File: config.mk
export PLATFORM = sky130hd
export DESIGN_NAME = gbc_vec_cell
export DESIGN_NICKNAME = d
export VERILOG_FILES = /design/src/rtl/gbc_pkg.sv /design/src/rtl/gbc_vec_cell.sv
export SDC_FILE = /design/constraint.sdc
export NUM_CORES = 1
export LEC_CHECK = 0
export BUFFER_PORTS_ARGS = -buffer_cell sky130_fd_sc_hd__buf_2
export CORE_ASPECT_RATIO = 1.25
export CORE_MARGIN = 2
export CORE_UTILIZATION = 40
export DETAILED_ROUTE_END_ITERATION = 8
export PLACE_DENSITY_LB_ADDON = 0.08
export SKIP_CTS_REPAIR_TIMING = 1
export SLEW_MARGIN = 40
export SYNTH_ARGS = -nofsm -noshare
export SYNTH_HDL_FRONTEND = slang
export SYNTH_SLANG_ARGS = --single-unit
File: constraint.sdc
create_clock -name clk -period 4.8 [get_ports clk]
set_input_delay 0.72 -clock clk [delete_from_list [all_inputs] [get_ports clk]]
set_output_delay 0.72 -clock clk [all_outputs]
set_load 0.01 [all_outputs]
File: src/rtl/gbc_pkg.sv
// Shared constants, types and angle table for the bearing pipeline.
`timescale 1ns / 1ps
`default_nettype none
package gbc_pkg;
  localparam int CORDIC_STAGES = 24;
  localparam int NSTAGES = (CORDIC_STAGES > 32) ? 32 : CORDIC_STAGES;
  localparam int SIDX_W = (NSTAGES > 1) ? $clog2(NSTAGES) : 1;

  localparam int CW = 34;   // cosine CORDIC x/y width, Q2.30 plus growth
  localparam int AW = 34;   // residual angle width
  localparam int VW = 67;   // vectoring x/y width
  localparam int ZW = 32;   // binary angle, modulo one turn
  localparam int HW = 25;

  localparam logic [CW-1:0] INV_GAIN_Q30 = CW'(652032874);
  localparam logic [HW-1:0] HDG_0   = HW'(0);
  localparam logic [HW-1:0] HDG_90  = HW'(5898240);
  localparam logic [HW-1:0] HDG_180 = HW'(11796480);
  localparam logic [HW-1:0] HDG_270 = HW'(17694720);
  localparam logic [HW-1:0] HDG_360 = HW'(23592960);

  typedef enum logic [1:0] {
    MODE_FIXED,   // heading decided up front
    MODE_CORDIC
  } mode_t;

  // Sideband that rides along the chain with each item.
  typedef struct packed {
    logic              vld;
    mode_t             mode;
    logic [HW-1:0]     fixed_hdg;
    logic signed [32:0] dlon;
    logic signed [31:0] dlat;
    logic              neg;
  } side_t;

  function automatic logic [31:0] arc(input logic [5:0] i);
    logic [31:0] t [32];
    t = '{32'd536870912, 32'd316933406, 32'd167458907, 32'd85004756,
          32'd42667331, 32'd21354465, 32'd10679838, 32'd5340245,
          32'd2670163, 32'd1335087, 32'd667544, 32'd333772, 32'd166886,
          32'd83443, 32'd41722, 32'd20861, 32'd10430, 32'd5215, 32'd2608,
          32'd1304, 32'd652, 32'd326, 32'd163, 32'd81, 32'd41, 32'd20,
          32'd10, 32'd5, 32'd3, 32'd1, 32'd1, 32'd0};
    return t[i[4:0]];
  endfunction
endpackage
`default_nettype wire

File: src/rtl/gbc_vec_cell.sv
// One vectoring-mode CORDIC stage for atan2.
`timescale 1ns / 1ps
`default_nettype none
module gbc_vec_cell import gbc_pkg::*; #(
  parameter int IDX = 0
) (
  input  wire logic                 clk,
  input  wire logic                 en,
  input  wire side_t                side_i,
  input  wire logic signed [VW-1:0] x_i,
  input  wire logic signed [VW-1:0] y_i,
  input  wire logic [ZW-1:0]        z_i,
  output side_t                     side_o,
  output logic signed [VW-1:0]      x_o,
  output logic signed [VW-1:0]      y_o,
  output logic [ZW-1:0]             z_o
);
  logic signed [VW-1:0] x_nxt, y_nxt;
  logic [ZW-1:0] z_nxt;

  always_comb begin
    if (y_i > 0) begin
      x_nxt = x_i + (y_i >>> IDX);
      y_nxt = y_i - (x_i >>> IDX);
      z_nxt = z_i + arc(6'(IDX));
    end else begin
      x_nxt = x_i - (y_i >>> IDX);
      y_nxt = y_i + (x_i >>> IDX);
      z_nxt = z_i - arc(6'(IDX));
    end
  end

  always_ff @(posedge clk) begin
    if (en) begin
      side_o <= side_i;
      x_o <= x_nxt;
      y_o <= y_nxt;
      z_o <= z_nxt;
    end
  end
endmodule
`default_nettype wire

[Word level (Yosys, flattened, before mapping)]
Cells that the tools add are included.
Storage, ports and cells
  register bits: 260
  output and inout bits: 260
  word-level logic and storage cells: 18
Cells by class
  add/subtract/negate cells: 5
  order comparisons: 1
  muxes and demuxes: 3
Operators with widths (number)
  $mux 67: 2
  $sub 67x67->67: 2
  $add 67x67->67: 1
  $gt 67x1->1 const B: 1
  $add 32x30->32 const B: 1
  $mux 32: 1
  $sub 32x30->32 const B: 1

[Depth between registers and ports, before layout]
Gate-level depths: netlist (run 1).
  depth after elaboration: 2
  gate-level depth with buffers: 14
  depth with buffers taken out: 13

[Worst setup path after synthesis (run 1)]
Ideal clock, no wire load.
  kind: input to register
  start: input port x_i[3]
  end: register y_o[54] (data pin)
  setup time: 260 ps
  data arrival time: 3207 ps
  data required time: 4540 ps
  setup slack: 1333 ps
  cell stages on the path: 13
  buffers on the path: 1
  cells stage by stage: inv_1 > ha_1 > buf_6 > a21oi_4 > o21ai_1 > a221o_1 > a2111oi_2 > o31ai_1 > o21ai_1 > o21ai_2 > a31o_2 > mux2_2 > xor2_1
On the way
  longest elaborated chain between the ends: 2
  elaborated cells between the ends (all ways): 3
  those cells by class: add/sub (2); mux (1)
Ends and longest elaborated chain
  start, declared: RTL line gbc_vec_cell.sv:10  | input wire logic signed [VW-1:0] x_i,
  $add 67x67->67 or $sub 67x67->67 (tied branches): RTL line gbc_vec_cell.sv:28, gbc_vec_cell.sv:24
  $mux 67 *: RTL line gbc_vec_cell.sv:22  | if (y_i > 0) begin
  named net y_nxt[54]: RTL line gbc_vec_cell.sv:18  | logic signed [VW-1:0] x_nxt, y_nxt;
  end signal, assigned: RTL line gbc_vec_cell.sv:37  | y_o <= y_nxt;
  end, declared: RTL line gbc_vec_cell.sv:15  | output logic signed [VW-1:0] y_o,
Mark *: on every way through the listed nets, which the timed path passes. The rest lies on a longest branch.
A chain may end at the register's enable or synchronous reset.

[Worst setup path after layout (run 1)]
  start: input port x_i[28]
  end: register y_o[59] (data pin)
Same word-level chain as after synthesis.

==> flow_metrics.env, run 1 <==
export IMPL_ys_warn_count=0
export IMPL_syn_inst=2285
export IMPL_crit_arrival_ns=4.30
export IMPL_endpoint_kind="flop"
export IMPL_grt_use_met2_pct=56.38
export IMPL_ys_async_sr_fraction_pct=0
export IMPL_syn_num_nets=2749
export IMPL_via_per_inst=5.831
export IMPL_ys_seq_area_share_pct=37.37
export IMPL_syn_to_final_growth_pct=22.04
export IMPL_fin_crit_ns=3.987
export IMPL_finalMaxSlewViolations=0
export IMPL_outcome="completed"
export IMPL_synthSimpleGateAreaFrac_pct=13.57
export IMPL_clk_pin_slew_ns=0.06
export IMPL_fill_cells=5060
export IMPL_fin_nets=3281
export IMPL_grt_total_usage_pct=30.72
export IMPL_synth_area_sq_mm=0.02081
export IMPL_seq_area_sq_mm=0.007777
export IMPL_gp_routability_congestion=0.9722
export IMPL_hold_path_class="primary input to flop"
export IMPL_wirelength_mm=87.28
export IMPL_final_core_util_pct=49.39
export IMPL_top_usage_layer="met2"
export IMPL_maxCapViolCount=0
export IMPL_dpl_hpwl_mm=71.24
export IMPL_antenna_found_initial=4
export IMPL_synth_compound_area_share_pct=23.81
export IMPL_vias=20438
export IMPL_synth_edf_count=259
export IMPL_ant_nets=0
export IMPL_clkSinkCount=259
export IMPL_drt_pre_antenna_iters=8
export IMPL_htreeDepth=1
export IMPL_synth_mux_area_fraction_pct=1.551
export IMPL_grt_ovfl_total=0
export IMPL_crit_fanout=12
export IMPL_synth_top_family_by_area="compound AO/OA/AOI/OAI gates"
export IMPL_ys_ff_latch=259
export IMPL_gr_usage_met3_pct=4.754
export IMPL_die_width_um=208.0
export IMPL_io_buffers=521
export IMPL_hold_viol_final=0
export IMPL_wl_per_cell_um=24.90
export IMPL_finalSetupViolations=0
export IMPL_grt_util_met1_pct=35.42
export IMPL_grt_start_max_net_pins=111
export IMPL_fmax_ghz=0.2508
export IMPL_die_height_um=259.0
export IMPL_worst_slew_pin_slew_ns=0.7932
export IMPL_crit_required_ns=5.12
export IMPL_drive_gt1_share_pct=23.81
export IMPL_layout_setup_ws_ns=0.8126
export IMPL_vdd_ir_drop_max_v=0.0002729
export IMPL_min_to="z_o[28]"
export IMPL_grt_pass1_wl_mm=127.1
export IMPL_min_from="z_i[28]"
export IMPL_rsz0062_at_grt="no"
export IMPL_synth_flop_cell="edfxtp_1"
export IMPL_dpl_worst_slack_ns=0.2901
export IMPL_dieArea_sq_mm=0.05389
export IMPL_clockBufferDepth=3
export IMPL_multi_input_area_sq_mm=0.01184
export IMPL_leakagePower_nw=11.12
export IMPL_setup_tns_ns=0
export IMPL_drt_iter0_markers=1821
export IMPL_synth_distinct_cells=86
export IMPL_ios=522
export IMPL_synth_area_per_cell_sq_um=9.109
export IMPL_core_area_sq_mm=0.05143
export IMPL_synth_xor_area_share_pct=5.597
export IMPL_drc=0
export IMPL_final_common_cell="buf_2"
export IMPL_first_global_vias=20186
export IMPL_yosys_area_share_adder_pct=12.29
export IMPL_powerDensity_mw_per_mm2=313.1
export IMPL_hold_depth=1
export IMPL_cts_tree="yes"
export IMPL_layout_common_cells="buf_2, a21oi_1, edfxtp_1"
export IMPL_cts_root_buf="clkbuf_16"
export IMPL_worstSetupPathType="primary input to flop"
export IMPL_rows=93
export IMPL_min_period_over_period_pct=83.07
export IMPL_startpoint_type="primary input"
export IMPL_relSlewSlack_pct=46.67
export IMPL_cts_made_buffers=29
export IMPL_start_util_pct=40.47
==> cell families after synthesis <==
family	Yosys count
adders and majority gates	202
buffers and inverters	298
and+or+nand+nor	588
AOI/OAI and AO/OA	773
muxes	32
xor gates and xnor gates	133
DFF	259
==> worst max-delay path, stage by stage <==
cell      delay [ns]
buf_2           0.10
inv_1           0.04
ha_1            0.55
inv_1           0.24
a21oi_1         0.26
a311oi_1        0.15
nor3_1          0.58
nand4_1         0.19
o21ai_2         0.39
o31ai_4         0.19
o31ai_1         0.48
o22ai_1         0.23
xnor2_1         0.17
==> synthesized netlist by cell type, types with 25 or more instances <==
cell / number / area, sq um
a21oi_1: 282 / 1411
buf_2: 29 / 145.1
o21bai_1: 72 / 540.5
mux2i_1: 30 / 300.3
inv_1: 194 / 728.2
nor4_1: 41 / 256.5
a31oi_1: 25 / 156.4
o31ai_1: 28 / 210.2
nor2_1: 187 / 701.9
ha_1: 198 / 2477
a21o_1: 53 / 397.9
nand3_1: 28 / 140.1
o211ai_1: 26 / 195.2
clkbuf_1: 44 / 165.2
nor3_1: 49 / 245.2
nand2_1: 135 / 506.7
edfxtp_1: 259 / 7777
nor2b_1: 34 / 212.7
nand4_1: 41 / 256.5
o21ai_0: 123 / 615.6
xnor2_1: 116 / 1016
==> metal layers <==
layer	up-vias	share of wire [%]
li1	9403	-
met1	9852	39
met2	988	50
met3	189	6.3
met4	6	4.7
met5	-	0.052
==> how the worst max path moves through the flow <==
stage / from / to / slack, ns / cells past startpoint
after floorplan: x_i[3] / y_o[54] / 1.33 / 13
after global placement: x_i[11] / y_o[60] / 0.27 / 13
after detailed placement: x_i[35] / x_o[60] / 0.29 / 15
after CTS: x_i[35] / x_o[60] / 0.91 / 15
after global routing: x_i[27] / x_o[60] / 0.65 / 14
final: x_i[28] / y_o[59] / 0.81 / 13
==> per-stage QoR <==
stage / area (sq um) / hold slack [ns] / total power, mW / std cells
2_1_floorplan: 20810 / 0.8189 / 4.500 / 2285
3_3_place_gp: 24450 / 0.8963 / 5.645 / 3451
3_5_place_dp: 24450 / 0.8981 / 5.642 / 3451
4_1_cts: 25400 / 0.2633 / 7.979 / 3504
5_1_grt: 25400 / 0.2731 / 8.290 / 3505
6_report: 25400 / 0.2926 / 7.953 / 3505
==> flip-flops by register name, indices dropped and copies added (netlist names) <==
register,flops
side_o,94
x_o,66
y_o,67
z_o,32
==> final cells by class <==
class | instances | share of cell area [%]
timing repair buffer | 598 | 12.78
tap | 665 | 3.276
multi-input combinational | 1728 | 46.61
inverter | 201 | 2.980
clock buffer | 36 | 2.960
clock inverter | 17 | 0.7684
antenna | 1 | 0.009851
sequential | 259 | 30.62
==> where the power goes <==
group	leakage, nW	total, mW	switching (mW)	internal [mW]
logic	8.13	2.68	1.72	0.965
clock network	0.455	2.31	0.984	1.32
registers	2.53	2.96	0.0924	2.87
total	11.1	7.95	2.79	5.16
Power figures use the tool's default switching activity.
==> inputs of run 2 (changes only) <==
clock period = 4 ns   (was 4.8 ns; I/O delays follow)
==> run 2 against run 1 <==
Via count grew 4.8%. Clock power up 17%. Flip-flop and latch count unchanged. Worst setup slack got worse by 0.64 ns. Combinational power up 37%. Utilization increased by 5.0 points. Wire length rose by 2.2%. Critical endpoint is now x_o[48]. Highest routed layer unchanged.
==> flow_metrics.env, run 2 (synthesized netlist as in run 1, its figures left out) <==
export IMPL_outcome="completed"
export IMPL_cpMostUsedCell="buf_4"
export IMPL_multi_input_area_sq_mm=0.01185
export IMPL_drt_pre_antenna_iters=7
export IMPL_layout_common_cells="buf_2, buf_4, a21oi_1"
export IMPL_crit_chain="buf_2 > ha_1 > fa_1 > and2b_1 > o311ai_4 > a311oi_1 > buf_4 > o31ai_1 > buf_4 > nand3_1 > a311oi_2 > o21ai_1 > and2_1 > a31oi_1 > xnor2_1"
export IMPL_comb_power_share_pct=36.9
export IMPL_design_area_sq_mm=0.02797
export IMPL_critPathSlowestCell="o31ai_1"
export IMPL_startpoint_type="primary input"
export IMPL_gp_routability_congestion=1.024
export IMPL_critPathLaunch="x_i[0]"
export IMPL_powerDensity_mw_per_mm2=354.3
export IMPL_hold_viol_final=0
export IMPL_fin_crit_ns=3.830
export IMPL_p_int_mw=6.495
export IMPL_finalMaxSlewViolations=0
export IMPL_reg_largest_list="side_o x94, y_o x67, x_o x66"
export IMPL_core_area_sq_mm=0.05143
export IMPL_ios=522
export IMPL_first_global_vias=21651
export IMPL_drt_iter0_markers=1557
export IMPL_dieArea_sq_mm=0.05389
export IMPL_grt_ovfl_total=0
export IMPL_die_width_um=208.0
export IMPL_worstSetupPathType="primary input to flop"
export IMPL_cp_endpoint="x_o[48]"
export IMPL_dp_cells=3782
export IMPL_switching_share_pct=34.46
export IMPL_rsz0062_at_grt="no"
export IMPL_clockBufferDepth=3
export IMPL_seq_area_sq_mm=0.007777
export IMPL_cts_tree="yes"
export IMPL_crit_path_max_incr_delay_ns=0.51
export IMPL_wirelength_mm=89.18
export IMPL_largest_register_ffs=94
export IMPL_p_clk_share_pct=27.4
export IMPL_fill_cells=4947
export IMPL_switchingPower_mw=3.415
export IMPL_hold_path_class="primary input to flop"
export IMPL_placed_area_sq_mm=0.02700
export IMPL_crit_fanout=4
export IMPL_die_height_um=259.0
export IMPL_crit_required_ns=4.33
export IMPL_start_util_pct=40.47
export IMPL_htreeDepth=1
export IMPL_leakagePower_nw=12.74
export IMPL_drive_gt1_share_pct=31.94
export IMPL_layout_cells_non_filler=3836
export IMPL_worst_slew_pin_slew_ns=0.7015
export IMPL_min_period_over_period_pct=95.74
export IMPL_antenna_found_initial=8
export IMPL_wl_per_cell_um=23.25
export IMPL_cts_made_buffers=28
export IMPL_largest_register="side_o"
export IMPL_seqPwrFrac_pct=35.7
export IMPL_syn_to_final_growth_pct=34.36
export IMPL_clk_pin_slew_ns=0.07
export IMPL_rows=93
export IMPL_grt_start_max_net_pins=76
export IMPL_via_per_inst=5.582
export IMPL_dpl_hpwl_mm=74.72
export IMPL_clkSinkCount=259
export IMPL_cts_root_buf="clkbuf_16"
export IMPL_fin_nets=3611
export IMPL_grt_total_usage_pct=31.78
export IMPL_fmax_ghz=0.2611
export IMPL_finalSetupViolations=0
export IMPL_final_common_cell="buf_2"
export IMPL_relSlewSlack_pct=52.81
export IMPL_endpoint_kind="flop"
export IMPL_crit_arrival_ns=4.16
export IMPL_vdd_ir_drop_max_v=0.0003012
export IMPL_ant_nets=0
export IMPL_vias=21412
export IMPL_drc=0
export IMPL_grt_pass1_wl_mm=132.1
export IMPL_maxCapViolCount=0
export IMPL_io_buffers=521
run 2: area by class of cell:
cell class	instances	area share [%]
sequential	259	27.81
clock inverter	19	0.8277
inverter	201	2.707
tap	665	2.975
clock buffer	32	2.559
antenna	3	0.02684
timing repair buffer	929	20.71
multi-input combinational	1728	42.38
run 2: through the flow:
stage | worst slack, ns | total power, mW | util (%) | setup TNS [ns] | hold WS (ns)
6_report | 0.1703 | 9.910 | 54.37 | 0 | 0.1784
5_1_grt | 0.07491 | 10.37 | 54.37 | 0 | 0.1535
4_1_cts | -0.04809 | 9.953 | 54.35 | -0.04809 | 0.1490
3_5_place_dp | -0.6826 | 7.192 | 52.51 | -5.913 | 0.7783
3_3_place_gp | -0.6802 | 7.182 | 52.50 | -5.040 | 0.7770
2_1_floorplan | 0.6527 | 5.400 | - | 0 | 0.6989
run 2: power groups by stage:
stage	clock [mW]	sequential (mW)	combinational, mW
after floorplan	0	3.78	1.62
after global placement	0	3.60	3.59
after detailed placement	0	3.60	3.59
after CTS	2.79	3.55	3.62
after global routing	2.89	3.57	3.90
final	2.71	3.54	3.66
run 2: worst max-delay path: cells and delay by family:
family	cells	cell delay (ns)
xor gates and xnor gates	1	0.10
and+or+nand+nor	3	0.56
buffers and inverters	3	0.51
AOI/OAI and AO/OA	6	1.76
adders and majority gates	2	0.62
run 2: routing by layer:
metal | part of all wire [%] | up-vias | wire (um) | GRT usage (%)
li1 | - | 10095 | - | -
met1 | 39 | 10171 | 34510 | 36.74
met2 | 50 | 928 | 44800 | 57.57
met3 | 5.7 | 210 | 5063 | 4.053
met4 | 5.3 | 8 | 4756 | 16.25
met5 | 0.062 | - | 55 | 0
run 2: how the worst min path moves through the flow:
stage          cells past startpoint         end        from  slack, ns
6_report                           1     z_o[17]     z_i[17]       0.18
5_1_grt                            1  side_o[92]  side_i[92]       0.15
4_1_cts                            1     z_o[17]     z_i[17]       0.15
3_5_place_dp                       1     z_o[23]     z_i[23]       0.78
3_3_place_gp                       1  side_o[81]  side_i[81]       0.78
2_1_floorplan                      0   side_o[0]   side_i[0]       0.70
