--- src/rtl/gbc_pkg.sv ---
// Shared constants, types and angle table for the bearing pipeline.
`timescale 1ns / 1ps
`default_nettype none
package gbc_pkg;
  localparam int CORDIC_STAGES = 24;
  localparam int NSTAGES = (CORDIC_STAGES > 32) ? 32 : CORDIC_STAGES;
  localparam int SIDX_W = (NSTAGES > 1) ? $clog2(NSTAGES) : 1;

  localparam int CW = 34;   // cosine CORDIC x/y width, Q2.30 plus growth
  localparam int AW = 34;   // residual angle width
  localparam int VW = 67;   // vectoring x/y width
  localparam int ZW = 32;   // binary angle, modulo one turn
  localparam int HW = 25;

  localparam logic [CW-1:0] INV_GAIN_Q30 = CW'(652032874);
  localparam logic [HW-1:0] HDG_0   = HW'(0);
  localparam logic [HW-1:0] HDG_90  = HW'(5898240);
  localparam logic [HW-1:0] HDG_180 = HW'(11796480);
  localparam logic [HW-1:0] HDG_270 = HW'(17694720);
  localparam logic [HW-1:0] HDG_360 = HW'(23592960);

  typedef enum logic [1:0] {
    MODE_FIXED,   // heading decided up front
    MODE_CORDIC
  } mode_t;

  // Sideband that rides along the chain with each item.
  typedef struct packed {
    logic              vld;
    mode_t             mode;
    logic [HW-1:0]     fixed_hdg;
    logic signed [32:0] dlon;
    logic signed [31:0] dlat;
    logic              neg;
  } side_t;

  function automatic logic [31:0] arc(input logic [5:0] i);
    logic [31:0] t [32];
    t = '{32'd536870912, 32'd316933406, 32'd167458907, 32'd85004756,
          32'd42667331, 32'd21354465, 32'd10679838, 32'd5340245,
          32'd2670163, 32'd1335087, 32'd667544, 32'd333772, 32'd166886,
          32'd83443, 32'd41722, 32'd20861, 32'd10430, 32'd5215, 32'd2608,
          32'd1304, 32'd652, 32'd326, 32'd163, 32'd81, 32'd41, 32'd20,
          32'd10, 32'd5, 32'd3, 32'd1, 32'd1, 32'd0};
    return t[i[4:0]];
  endfunction
endpackage
`default_nettype wire

--- src/rtl/gbc_rot_cell.sv ---
// One rotation-mode CORDIC stage for the latitude cosine.
`timescale 1ns / 1ps
`default_nettype none
module gbc_rot_cell import gbc_pkg::*; #(
  parameter int IDX = 0
) (
  input  wire logic                 clk,
  input  wire logic                 en,
  input  wire side_t                side_i,
  input  wire logic signed [CW-1:0] x_i,
  input  wire logic signed [CW-1:0] y_i,
  input  wire logic signed [AW-1:0] z_i,
  output side_t                     side_o,
  output logic signed [CW-1:0]      x_o,
  output logic signed [CW-1:0]      y_o,
  output logic signed [AW-1:0]      z_o
);
  logic signed [CW-1:0] x_nxt, y_nxt;
  logic signed [AW-1:0] z_nxt, a;

  always_comb begin
    a = AW'($signed({1'b0, arc(6'(IDX))}));
    if (!z_i[AW-1]) begin
      x_nxt = x_i - (y_i >>> IDX);
      y_nxt = y_i + (x_i >>> IDX);
      z_nxt = z_i - a;
    end else begin
      x_nxt = x_i + (y_i >>> IDX);
      y_nxt = y_i - (x_i >>> IDX);
      z_nxt = z_i + a;
    end
  end

  always_ff @(posedge clk) begin
    if (en) begin
      side_o <= side_i;
      x_o <= x_nxt;
      y_o <= y_nxt;
      z_o <= z_nxt;
    end
  end
endmodule
`default_nettype wire

--- config.mk ---
export PLATFORM = sky130hd
export DESIGN_NAME = gbc_rot_cell
export DESIGN_NICKNAME = d
export VERILOG_FILES = /design/src/rtl/gbc_pkg.sv /design/src/rtl/gbc_rot_cell.sv
export SDC_FILE = /design/constraint.sdc
export NUM_CORES = 1
export LEC_CHECK = 0
export BUFFER_PORTS_ARGS = -buffer_cell sky130_fd_sc_hd__buf_2
export CAP_MARGIN = 20
export CORE_UTILIZATION = 45
export DETAILED_ROUTE_END_ITERATION = 7
export HOLD_SLACK_MARGIN = 0.1
export PLACE_DENSITY_LB_ADDON = 0.12
export SLEW_MARGIN = 10
export SYNTH_ARGS = -nofsm -noshare
export SYNTH_HDL_FRONTEND = slang
export SYNTH_SLANG_ARGS = --single-unit
export TNS_END_PERCENT = 50
--- constraint.sdc ---
create_clock -name clk -period 2.7 [get_ports clk]
set_input_delay 0.135 -clock clk [delete_from_list [all_inputs] [get_ports clk]]
set_output_delay 0.135 -clock clk [all_outputs]
set_load 0.01 [all_outputs]
; ---- Word level (Yosys, flattened, before mapping)
; Index checks and enable logic that the tools add are counted.
[word_totals]
regBits = 196
input_bits = 198
output_inout_bits = 196
word_cells = 17
[classes]
n_addsub = 5
muxes = 3
[op_table]
columns = op, n
row1 = 34-bit 2-to-1 mux, 3
row2 = 34-bit subtractor, 2
row3 = "34-bit by 31-bit adder with 34-bit output, second input constant", 1
row4 = 34-bit adder, 1
row5 = "34-bit by 31-bit subtractor with 34-bit output, second input constant", 1

; ---- Logic depth before layout (Yosys ltp)
; Gate-level depths: netlist of run 1.
[logic_depth]
depth_word = 2
mapped_depth = 12
depth_no_buf = 12

; ---- Worst setup path before layout of run 1
; Ideal clock, no wire load.
[synth_timing]
path_type = input to register
from = in x_i[15]
to = reg x_o[30], data pin
arrival_ps = 2205
slack_ps = 226
path_stages = 11
n_path_buf = 0
cell_sequence = inv_1 -> ha_1 -> or3_4 -> nor4_4 -> o2111ai_2 -> nand3_2 -> o211ai_4 -> o311ai_4 -> a311oi_2 -> a2bb2oi_2 -> xor2_1
[synth_via]
elab_chain_len = 2
word_cells_on_any_way = 3
classes_between = add/sub (2) / mux (1)
[synth_rtl]
columns = element, line_no
row1 = from (decl), gbc_rot_cell.sv:10  ; input wire logic signed [CW-1:0] x_i,
row2 = 34-bit subtractor / 34-bit adder (equally long branches), "gbc_rot_cell.sv:24, gbc_rot_cell.sv:28"
row3 = 34-bit 2-to-1 mux *, gbc_rot_cell.sv:23  ; if (!z_i[AW-1]) begin
row4 = net x_nxt[30], gbc_rot_cell.sv:18  ; logic signed [CW-1:0] x_nxt, y_nxt;
row5 = to (signal assigned), gbc_rot_cell.sv:37  ; x_o <= x_nxt;
row6 = to (decl), gbc_rot_cell.sv:14  ; output logic signed [CW-1:0] x_o,
; The timed path passes the listed nets; every way through them passes the cells marked *.
; A chain may end at the register's enable or synchronous reset.

; ---- Worst setup path in the final report of run 1
[layout_timing]
from = in x_i[1]
to = reg y_o[15], data pin
[layout_via]
elab_chain_len = 2
word_cells_on_any_way = 3
classes_between = add/sub (2) / mux (1)
[layout_rtl]
columns = element, line_no
row1 = 34-bit adder / 34-bit subtractor (equally long branches), "gbc_rot_cell.sv:25, gbc_rot_cell.sv:29"
row2 = 34-bit 2-to-1 mux *, gbc_rot_cell.sv:23
row3 = net y_nxt[15], gbc_rot_cell.sv:18
row4 = to (signal assigned), gbc_rot_cell.sv:38  ; y_o <= y_nxt;
row5 = to (decl), gbc_rot_cell.sv:15  ; output logic signed [CW-1:0] y_o,
; Marked as above.

==> parameters.txt, run 1 <==
Parameter                              Value

Synth
  Synthesized area per cell    approximately 11 um2
  Post-synthesis cell area    0.0118 mm2
  Share of Yosys cell area claimed by the top area cell type    49.7%
  Post-synth EDFFs    around 200
  Synth Flop Type    sky130_fd_sc_hd__edfxtp_1
  Library cell with the largest summed area after synthesis    sky130_fd_sc_hd__edfxtp_1
  Top post-synthesis cells by area    sky130_fd_sc_hd__edfxtp_1, sky130_fd_sc_hd__ha_1, sky130_fd_sc_hd__a21oi_1
  Count of warnings emitted by yosys    0
  Synth unique cells    80
  Async set-or-reset flop fraction in the synthesized netlist    0%
  Synthesized net count    1,401
  Post-Syn Instances    1,096
  Post-synthesis sequential area ratio    49.7%
  Flip-flop and latch count after synthesis    195

Finish
  Commonest cells after routing, fill and taps aside    sky130_fd_sc_hd__buf_2, sky130_fd_sc_hd__edfxtp_1, sky130_fd_sc_hd__buf_4, sky130_fd_sc_hd__dlygate4sd3_1, sky130_fd_sc_hd__a21oi_1
  Ratio of cells with drive above 1 in the final layout    35.3%
  Fill cell total of the finished layout    2,056
  Final Util    68.0%
  Layout Area Growth over Synthesis    46.6%
  Final instance area    0.0173 mm2
  Fin cells    2,122
  Most common cell after layout, fill and taps aside    sky130_fd_sc_hd__buf_2
  Net total in the final layout    between 2,000 and 2,500

Die
  Die outline area    0.0268 mm2
  Initial core utilization    46.4%
  Vertical die dimension    164 um
  Die width    164 um
  Core outline area    0.0254 mm2
  Standard-cell rows    58
  I/O pin total    approximately 390

STA
  Max-slew violations    0
  Fin crit period    between 2 and 3 ns
  Worst slack on hold paths    0.116 ns
  Highest Clock Rate    0.390 GHz
  Share of the cycle needed by the critical path after routing    a little over nine tenths
  RSZ-0062 raised after global routing    false
  Finish-stage setup viols    0
  Final Worst Setup Slack    about 0.13 ns
  Total negative setup slack    0 ns
  Worst slew margin relative to its limit    51.7%
  Hold violation total from the final report    0
  Slew at the pin closest to its max-slew limit    0.720 ns

Route
  DRC violation count after routing    0
  First drt pass iteration count    5
  Drt initial violations    1,103
  WL per Instance    19.2 um
  Post-detailed-routing wire length    approximately 41,000 um
  Via Count    11,200
  Via count normalized by instance count    5.29
  Antenna-violating nets left    0

Power and ir drop
  Total power consumption of the routed design    9.29 mW
  Static power due to leakage    7.86 nW
  Peak supply drop    0.528 mV
  Power Dens Cells    roughly 540 mW/mm2

Placed design
  Post-detailed-placement half-perimeter wirelength    30,900 um
  GPL Wtd Cong    0.943
  Placed instance count    1,958
  Total of buffers placed on input and output ports    393
  Total cell area at the placement stage    0.0154 mm2
  Post-placement setup slack    -0.317 ns

Worst setup path
  Crit path max fanout    3
  Type of the worst setup path    in -> reg
  Startpoint of the worst setup timing path    x_i[1]
  Largest stage delay on the critical path    ~0.60 ns
  Critical Path Start Type    input port
  Worst endpoint required time    2.90 ns
  Stages on the worst setup path    12
  End point of the critical path    y_o[15]$_DFFE_PP_
  Master of the slowest instance on the critical path    sky130_fd_sc_hd__a2111oi_1
  Arrival @ worst endpoint    roughly 2.8 ns
  Worst-path cell chain    buf_2 > inv_1 > ha_1 > a21oi_1 > o21ai_0 > or2_2 > a31oi_1 > o21ai_0 > a2111oi_1 > buf_4 > a21oi_1 > xnor2_1
  Buffers plus inverters on the worst setup path    3
  Cell type group with the largest total delay on the critical path    compound AO/OA/AOI/OAI gates
  Endpoint type of the worst setup path    flop

Global routing
  Total GRT Usage    30.0%
  Global-route wire length before repair    60,600 um
  Initial antenna violation count    6
  Largest net degree at the start of global routing    80
  Overflow left after global routing    0
  Via count of the first global-routing pass    10,800

Clock tree
  Clock Path Buffers    2
  Clock tree from TritonCTS    yes
  CTS Buf Count    17
  Number of clock sinks    195
  Level count of the clock H-tree    4
  Clock edge transition at the registers on the reported setup and hold paths    0.09 ns
  Count of buffers added by post-CTS timing repair for setup    0
  CTS root buf    sky130_fd_sc_hd__clkbuf_16

Flow run
  Number of maximum-capacitance constraint violations    0

Hold path
  Path class of the lowest-slack min-delay path    in -> reg

Run status
  Outcome    completed
## registers in the layout (all words and copies together) (netlist names)
name and flops:
side_o 94, x_o 34, z_o 34, y_o 33
## worst min path at each step
stage	startpoint	endpoint	depth (start not counted)
4_1_cts	z_i[32]	z_o[33]$_DFFE_PP_	3
6_report	x_i[33]	x_o[33]$_DFFE_PP_	3
2_1_floorplan	side_i[0]	side_o[0]$_DFFE_PP_	0
3_5_place_dp	side_i[24]	side_o[24]$_DFFE_PP_	1
5_1_grt	z_i[32]	z_o[33]$_DFFE_PP_	3
3_3_place_gp	z_i[23]	z_o[23]$_DFFE_PP_	1
## cell type report
class,count,area [um2],area share (%)
Sequential cell,195,5860,33.9
Multi-Input combinational cell,746,5310,30.7
Timing Repair Buffer,701,4630,26.8
Clock buffer,17,425,2.46
Inverter,112,420,2.43
Tap cell,330,413,2.39
Clock inverter,15,200,1.16
Antenna cell,6,15.0,0.0870
## report_power, final
part / leakage [nW] / switching (mW) / internal (mW)
combinational: 5.65 / 1.52 / 1.26
clock: 0.302 / 1.38 / 1.28
sequential: 1.91 / 0.0913 / 3.75
total: 7.86 / 2.99 / 6.30
## routing by layer
| metal | up-vias | routed length, um | GRT usage (%) |
|---|---|---|---|
| met5 | - | 0 | 0 |
| met1 | 5331 | 16700 | 37.7 |
| li1 | 5321 | - | - |
| met4 | 0 | 1600 | 14.4 |
| met2 | 486 | 19900 | 50.2 |
| met3 | 83 | 2560 | 5.20 |
## cells in the mapped netlist (3+ instances only)
master	instances
sky130_fd_sc_hd__o22ai_1	3
sky130_fd_sc_hd__o211ai_1	7
sky130_fd_sc_hd__a21oi_1	117
sky130_fd_sc_hd__a21o_1	17
sky130_fd_sc_hd__nor2b_1	12
sky130_fd_sc_hd__a221o_1	3
sky130_fd_sc_hd__buf_1	3
sky130_fd_sc_hd__a22oi_1	3
sky130_fd_sc_hd__mux2i_1	10
sky130_fd_sc_hd__edfxtp_1	195
sky130_fd_sc_hd__clkinv_1	3
sky130_fd_sc_hd__nand2b_1	16
sky130_fd_sc_hd__a2111oi_0	3
sky130_fd_sc_hd__and3_1	5
sky130_fd_sc_hd__o21bai_1	13
sky130_fd_sc_hd__nand3_1	25
sky130_fd_sc_hd__o211a_1	3
sky130_fd_sc_hd__a31oi_1	9
sky130_fd_sc_hd__xnor2_1	59
sky130_fd_sc_hd__ha_1	103
sky130_fd_sc_hd__nor2_1	79
sky130_fd_sc_hd__fa_1	4
sky130_fd_sc_hd__buf_4	4
sky130_fd_sc_hd__a221oi_1	4
sky130_fd_sc_hd__and2_1	4
sky130_fd_sc_hd__a211oi_1	10
sky130_fd_sc_hd__nand2_1	44
sky130_fd_sc_hd__nor3_1	19
sky130_fd_sc_hd__or3_1	5
sky130_fd_sc_hd__o21ai_0	76
sky130_fd_sc_hd__o31ai_1	10
sky130_fd_sc_hd__o21a_1	8
sky130_fd_sc_hd__inv_1	108
sky130_fd_sc_hd__xor2_1	9
sky130_fd_sc_hd__buf_2	11
sky130_fd_sc_hd__o31a_1	3
sky130_fd_sc_hd__nand4_1	10
sky130_fd_sc_hd__nor4_1	7
sky130_fd_sc_hd__clkbuf_1	24
## timing repair
| action | CTS | global route |
|---|---|---|
| hold buffers | 126 | 0 |
| setup endpoints to repair | 0 | 1 |
| hold endpoints to repair | 126 | 0 |
| resized for setup | 0 | 1 |
## kinds of logic after synthesis
family                   count (synthesis)  synth area share [%]
adder cells (fa/ha/maj)                107                  11.6
AO/OA/AOI/OAI                          321                  17.5
AND/OR/NAND/NOR                        240                  10.0
XOR/XNOR                                68                  5.06
buffers and inverters                  155                  5.20
flip-flops                             195                  49.7
multiplexers                            10                 0.850
No activity file was read; power rests on OpenSTA's default activity.
==> run 2: changes to the inputs <==
- ABC_AREA: not set -> 1
==> run 2 against run 1 <==
Effect of this change:
- routed wire length rose by 17%
- sequential cell count did not move
- non-clock buffer count fell by 170
- first-iteration DRC count rose by 2.7%
- core utilization fell by 7.6 points
- synthesized area rose by 14%
- critical path depth rose by 3
- setup slack improved by 0.023 ns
- die area rose by 14%
- critical endpoint is now y_o[32]$_DFFE_PP_
- largest power group unchanged
==> parameters.txt, run 2 <==
Parameter                              Value

STA
  Fin crit period    2.54 ns (was 2.57 ns)
  Worst slew margin relative to its limit    50.4% (was 51.7%)
  Highest Clock Rate    0.393 GHz (was 0.390 GHz)
  Worst slack on hold paths    0.105 ns (was 0.116 ns)
  Share of the cycle needed by the critical path after routing    94.2% (was 95.0%)
  Finish-stage setup viols    0 (unchanged)
  RSZ-0062 raised after global routing    false (unchanged)
  Max-slew violations    0 (unchanged)
  Hold violation total from the final report    0 (unchanged)
  Slew at the pin closest to its max-slew limit    0.745 ns (was 0.720 ns)
  Total negative setup slack    0 ns (unchanged)

Power and ir drop
  Power Dens Cells    516 mW/mm2 (was 538 mW/mm2)
  Static power due to leakage    8.63 nW (was 7.86 nW)
  Peak supply drop    0.410 mV (was 0.528 mV)

Hold path
  Min-Delay Endpoint    z_o[33]$_DFFE_PP_ (was x_o[33]$_DFFE_PP_)
  Launch point of the worst hold path    z_i[32] (was x_i[33])
  Cell count of the worst hold path    3 (unchanged)
  Path class of the lowest-slack min-delay path    in -> reg (unchanged)

Worst setup path
  Type of the worst setup path    in -> reg (unchanged)
  Critical Path Start Type    input port (unchanged)
  Endpoint type of the worst setup path    flop (unchanged)
  Crit path max fanout    4 (was 3)
  Worst endpoint required time    2.91 ns (was 2.90 ns)
  Arrival @ worst endpoint    2.75 ns (was 2.77 ns)

Die
  Vertical die dimension    175 um (was 164 um)
  Die outline area    0.0305 mm2 (was 0.0268 mm2)
  Core outline area    0.0290 mm2 (was 0.0254 mm2)
  I/O pin total    394 (unchanged)
  Initial core utilization    46.2% (was 46.4%)
  Die width    175 um (was 164 um)
  Standard-cell rows    62 (was 58)

Route
  DRC violation count after routing    0 (unchanged)
  Via Count    13,400 (was 11,200)
  Via count normalized by instance count    5.22 (was 5.29)
  WL per Instance    18.6 um (was 19.2 um)
  Antenna-violating nets left    0 (unchanged)
  Drt initial violations    1,133 (was 1,103)
  Post-detailed-routing wire length    47,900 um (was 40,800 um)
  First drt pass iteration count    6 (was 5)

Clock tree
  CTS Buf Count    17 (unchanged)
  Post-cts sizing count    0 (unchanged)
  Clock tree from TritonCTS    yes (unchanged)
  Count of buffers added by post-CTS timing repair for setup    0 (unchanged)
  CTS root buf    sky130_fd_sc_hd__clkbuf_16 (unchanged)
  Clock Path Buffers    2 (unchanged)
  Clock edge transition at the registers on the reported setup and hold paths    0.08 ns (was 0.09 ns)
  Level count of the clock H-tree    4 (unchanged)
  Number of clock sinks    195 (unchanged)

Placed design
  GPL Wtd Cong    0.967 (was 0.943)
  Post-detailed-placement half-perimeter wirelength    36,900 um (was 30,900 um)
  Total of buffers placed on input and output ports    393 (unchanged)

Synth
  Count of warnings emitted by yosys    0 (unchanged)
  Synthesized net count    1,972 (was 1,401)
  Post-synth EDFFs    195 (unchanged)
  Synth unique cells    40 (was 80)
  Post-Syn Instances    1,667 (was 1,096)
  Synth top cells by count    sky130_fd_sc_hd__nand2_1, sky130_fd_sc_hd__inv_1, sky130_fd_sc_hd__edfxtp_1 (was sky130_fd_sc_hd__edfxtp_1, sky130_fd_sc_hd__a21oi_1, sky130_fd_sc_hd__inv_1)
  Most common cell in the synthesized netlist    sky130_fd_sc_hd__nand2_1 (was sky130_fd_sc_hd__edfxtp_1)
  Library cell with the largest summed area after synthesis    sky130_fd_sc_hd__edfxtp_1 (unchanged)
  Async set-or-reset flop fraction in the synthesized netlist    0% (unchanged)
  Flip-flop and latch count after synthesis    195 (unchanged)
  Post-synthesis cell area    0.0134 mm2 (was 0.0118 mm2)
  Synth Flop Type    sky130_fd_sc_hd__edfxtp_1 (unchanged)
  Post-synthesis sequential area ratio    43.7% (was 49.7%)
  Top post-synthesis cells by area    sky130_fd_sc_hd__edfxtp_1, sky130_fd_sc_hd__nand2_1, sky130_fd_sc_hd__ha_1 (was sky130_fd_sc_hd__edfxtp_1, sky130_fd_sc_hd__ha_1, sky130_fd_sc_hd__a21oi_1)
  Synthesized area per cell    8.03 um2 (was 10.7 um2)
  Share of Yosys cell area claimed by the top area cell type    43.7% (was 49.7%)

Flow run
  Number of maximum-capacitance constraint violations    0 (unchanged)

Finish
  Flip-flop count of the largest register, all copies and words added    94 (unchanged)
  Commonest cells after routing, fill and taps aside    sky130_fd_sc_hd__nand2_1, sky130_fd_sc_hd__buf_2, sky130_fd_sc_hd__inv_1, sky130_fd_sc_hd__edfxtp_1, sky130_fd_sc_hd__nand3_1 (was sky130_fd_sc_hd__buf_2, sky130_fd_sc_hd__edfxtp_1, sky130_fd_sc_hd__buf_4, sky130_fd_sc_hd__dlygate4sd3_1, sky130_fd_sc_hd__a21oi_1)
  Fill cell total of the finished layout    2,599 (was 2,056)
  Net total in the final layout    2,477 (was 2,078)
  Register with the highest flop count    side_o (unchanged)
  Final Util    60.3% (was 68.0%)
  Most common cell after layout, fill and taps aside    sky130_fd_sc_hd__nand2_1 (was sky130_fd_sc_hd__buf_2)
  Layout Area Growth over Synthesis    30.8% (was 46.6%)
  Ratio of cells with drive above 1 in the final layout    21.6% (was 35.3%)
  Leading registers by flop count    side_o x94, x_o x34, z_o x34 (unchanged)

Global routing
  Via count of the first global-routing pass    12,800 (was 10,800)
  Overflow left after global routing    0 (unchanged)
  Initial antenna violation count    1 (was 6)
  Largest net degree at the start of global routing    60 (was 80)
  Global-route wire length before repair    71,500 um (was 60,600 um)
  Total GRT Usage    30.8% (was 30.0%)

Run status
  Outcome    completed (unchanged)
-- run 2: changes by cell type after synthesis, sizes merged, moves of 15 or more --
cell / change
clkbuf: -20
nor2: +45
inv: +145
nand3: +137
xnor2: -58
buf: +22
nand2: +422
xor2: +17
nand2b: -15
-- run 2: metal layers --
metal,track usage (%),wire (um)
met1,39.9,20100
met2,53.8,23700
met3,3.54,2990
met4,9.53,1070
met5,0,0
-- run 2: layout make-up --
cell class	count	area, um2	share of cell area [%]
well taps	384	480	2.74
flip-flops and latches	195	5860	33.4
clock inverters	15	156	0.893
diodes	1	2.50	0.0143
inverters	254	953	5.45
multi-input cells	1173	6280	35.9
clock buffers	17	425	2.43
repair buffers	531	3350	19.1
-- run 2: per-stage QoR --
stage,setup slack (ns),instance area [um2],cells,power [mW]
floorplan,0.880,13400,1667,5.31
global placement,0.202,15700,2411,6.31
detailed placement,0.172,15700,2411,6.34
CTS,0.193,17500,2569,9.02
global route,0.0148,17500,2570,9.44
finish,0.158,17500,2570,9.04
-- run 2: worst max path at each step --
| stage | end | start | depth (start not counted) | slack [ns] |
|---|---|---|---|---|
| final | y_o[32]$_DFFE_PP_ | y_i[0] | 15 | 0.16 |
| after global routing | y_o[24]$_DFFE_PP_ | y_i[0] | 15 | 0.01 |
| after CTS | y_o[32]$_DFFE_PP_ | y_i[0] | 15 | 0.19 |
| after detailed placement | y_o[33]$_DFFE_PP_ | x_i[29] | 14 | 0.17 |
| after global placement | y_o[33]$_DFFE_PP_ | x_i[29] | 14 | 0.20 |
| after floorplan | y_o[32]$_DFFE_PP_ | x_i[0] | 13 | 0.88 |
-- run 2: report_power, final --
| part | leakage (nW) | internal, mW | switching, mW | total (mW) |
|---|---|---|---|---|
| clock network | 0.278 | 1.24 | 1.32 | 2.55 |
| logic | 6.44 | 0.963 | 1.74 | 2.70 |
| registers | 1.91 | 3.70 | 0.0768 | 3.78 |
-- run 2: cells by family (layout without fill, tap and decap cells) --
logic type      count (synthesis)  in the layout  share of synthesized area (%)
simple gates                  793            793                           25.0
buf+inv                       299            817                           9.35
compound gates                244            244                           9.78
flops                         195            195                           43.7
fa+ha+maj                     107            107                           10.2
xor+xnor                       27             27                           1.77
mux                             2              2                          0.150
other cells                     0              1                              0
-- run 2: critical path, cell delays in order --
cell                            delay, ns
sky130_fd_sc_hd__dlygate4sd3_1       0.53
sky130_fd_sc_hd__buf_2               0.12
sky130_fd_sc_hd__inv_1               0.04
sky130_fd_sc_hd__ha_1                0.22
sky130_fd_sc_hd__fa_1                0.51
sky130_fd_sc_hd__o21ai_1             0.36
sky130_fd_sc_hd__nand2_1             0.14
sky130_fd_sc_hd__nand2_1             0.12
sky130_fd_sc_hd__nand2_1             0.08
sky130_fd_sc_hd__nand2_2             0.14
sky130_fd_sc_hd__nand2_1             0.09
sky130_fd_sc_hd__nand2_1             0.07
sky130_fd_sc_hd__nand2_1             0.04
sky130_fd_sc_hd__nand3_1             0.07
sky130_fd_sc_hd__nand2_1             0.08
-- run 2: timing repair --
| item | 4_1_cts | 5_1_grt |
|---|---|---|
| hold buffers | 126 | 0 |
| endpoints found under the hold margin | 126 | 0 |
| setup endpoints to repair | 0 | 0 |
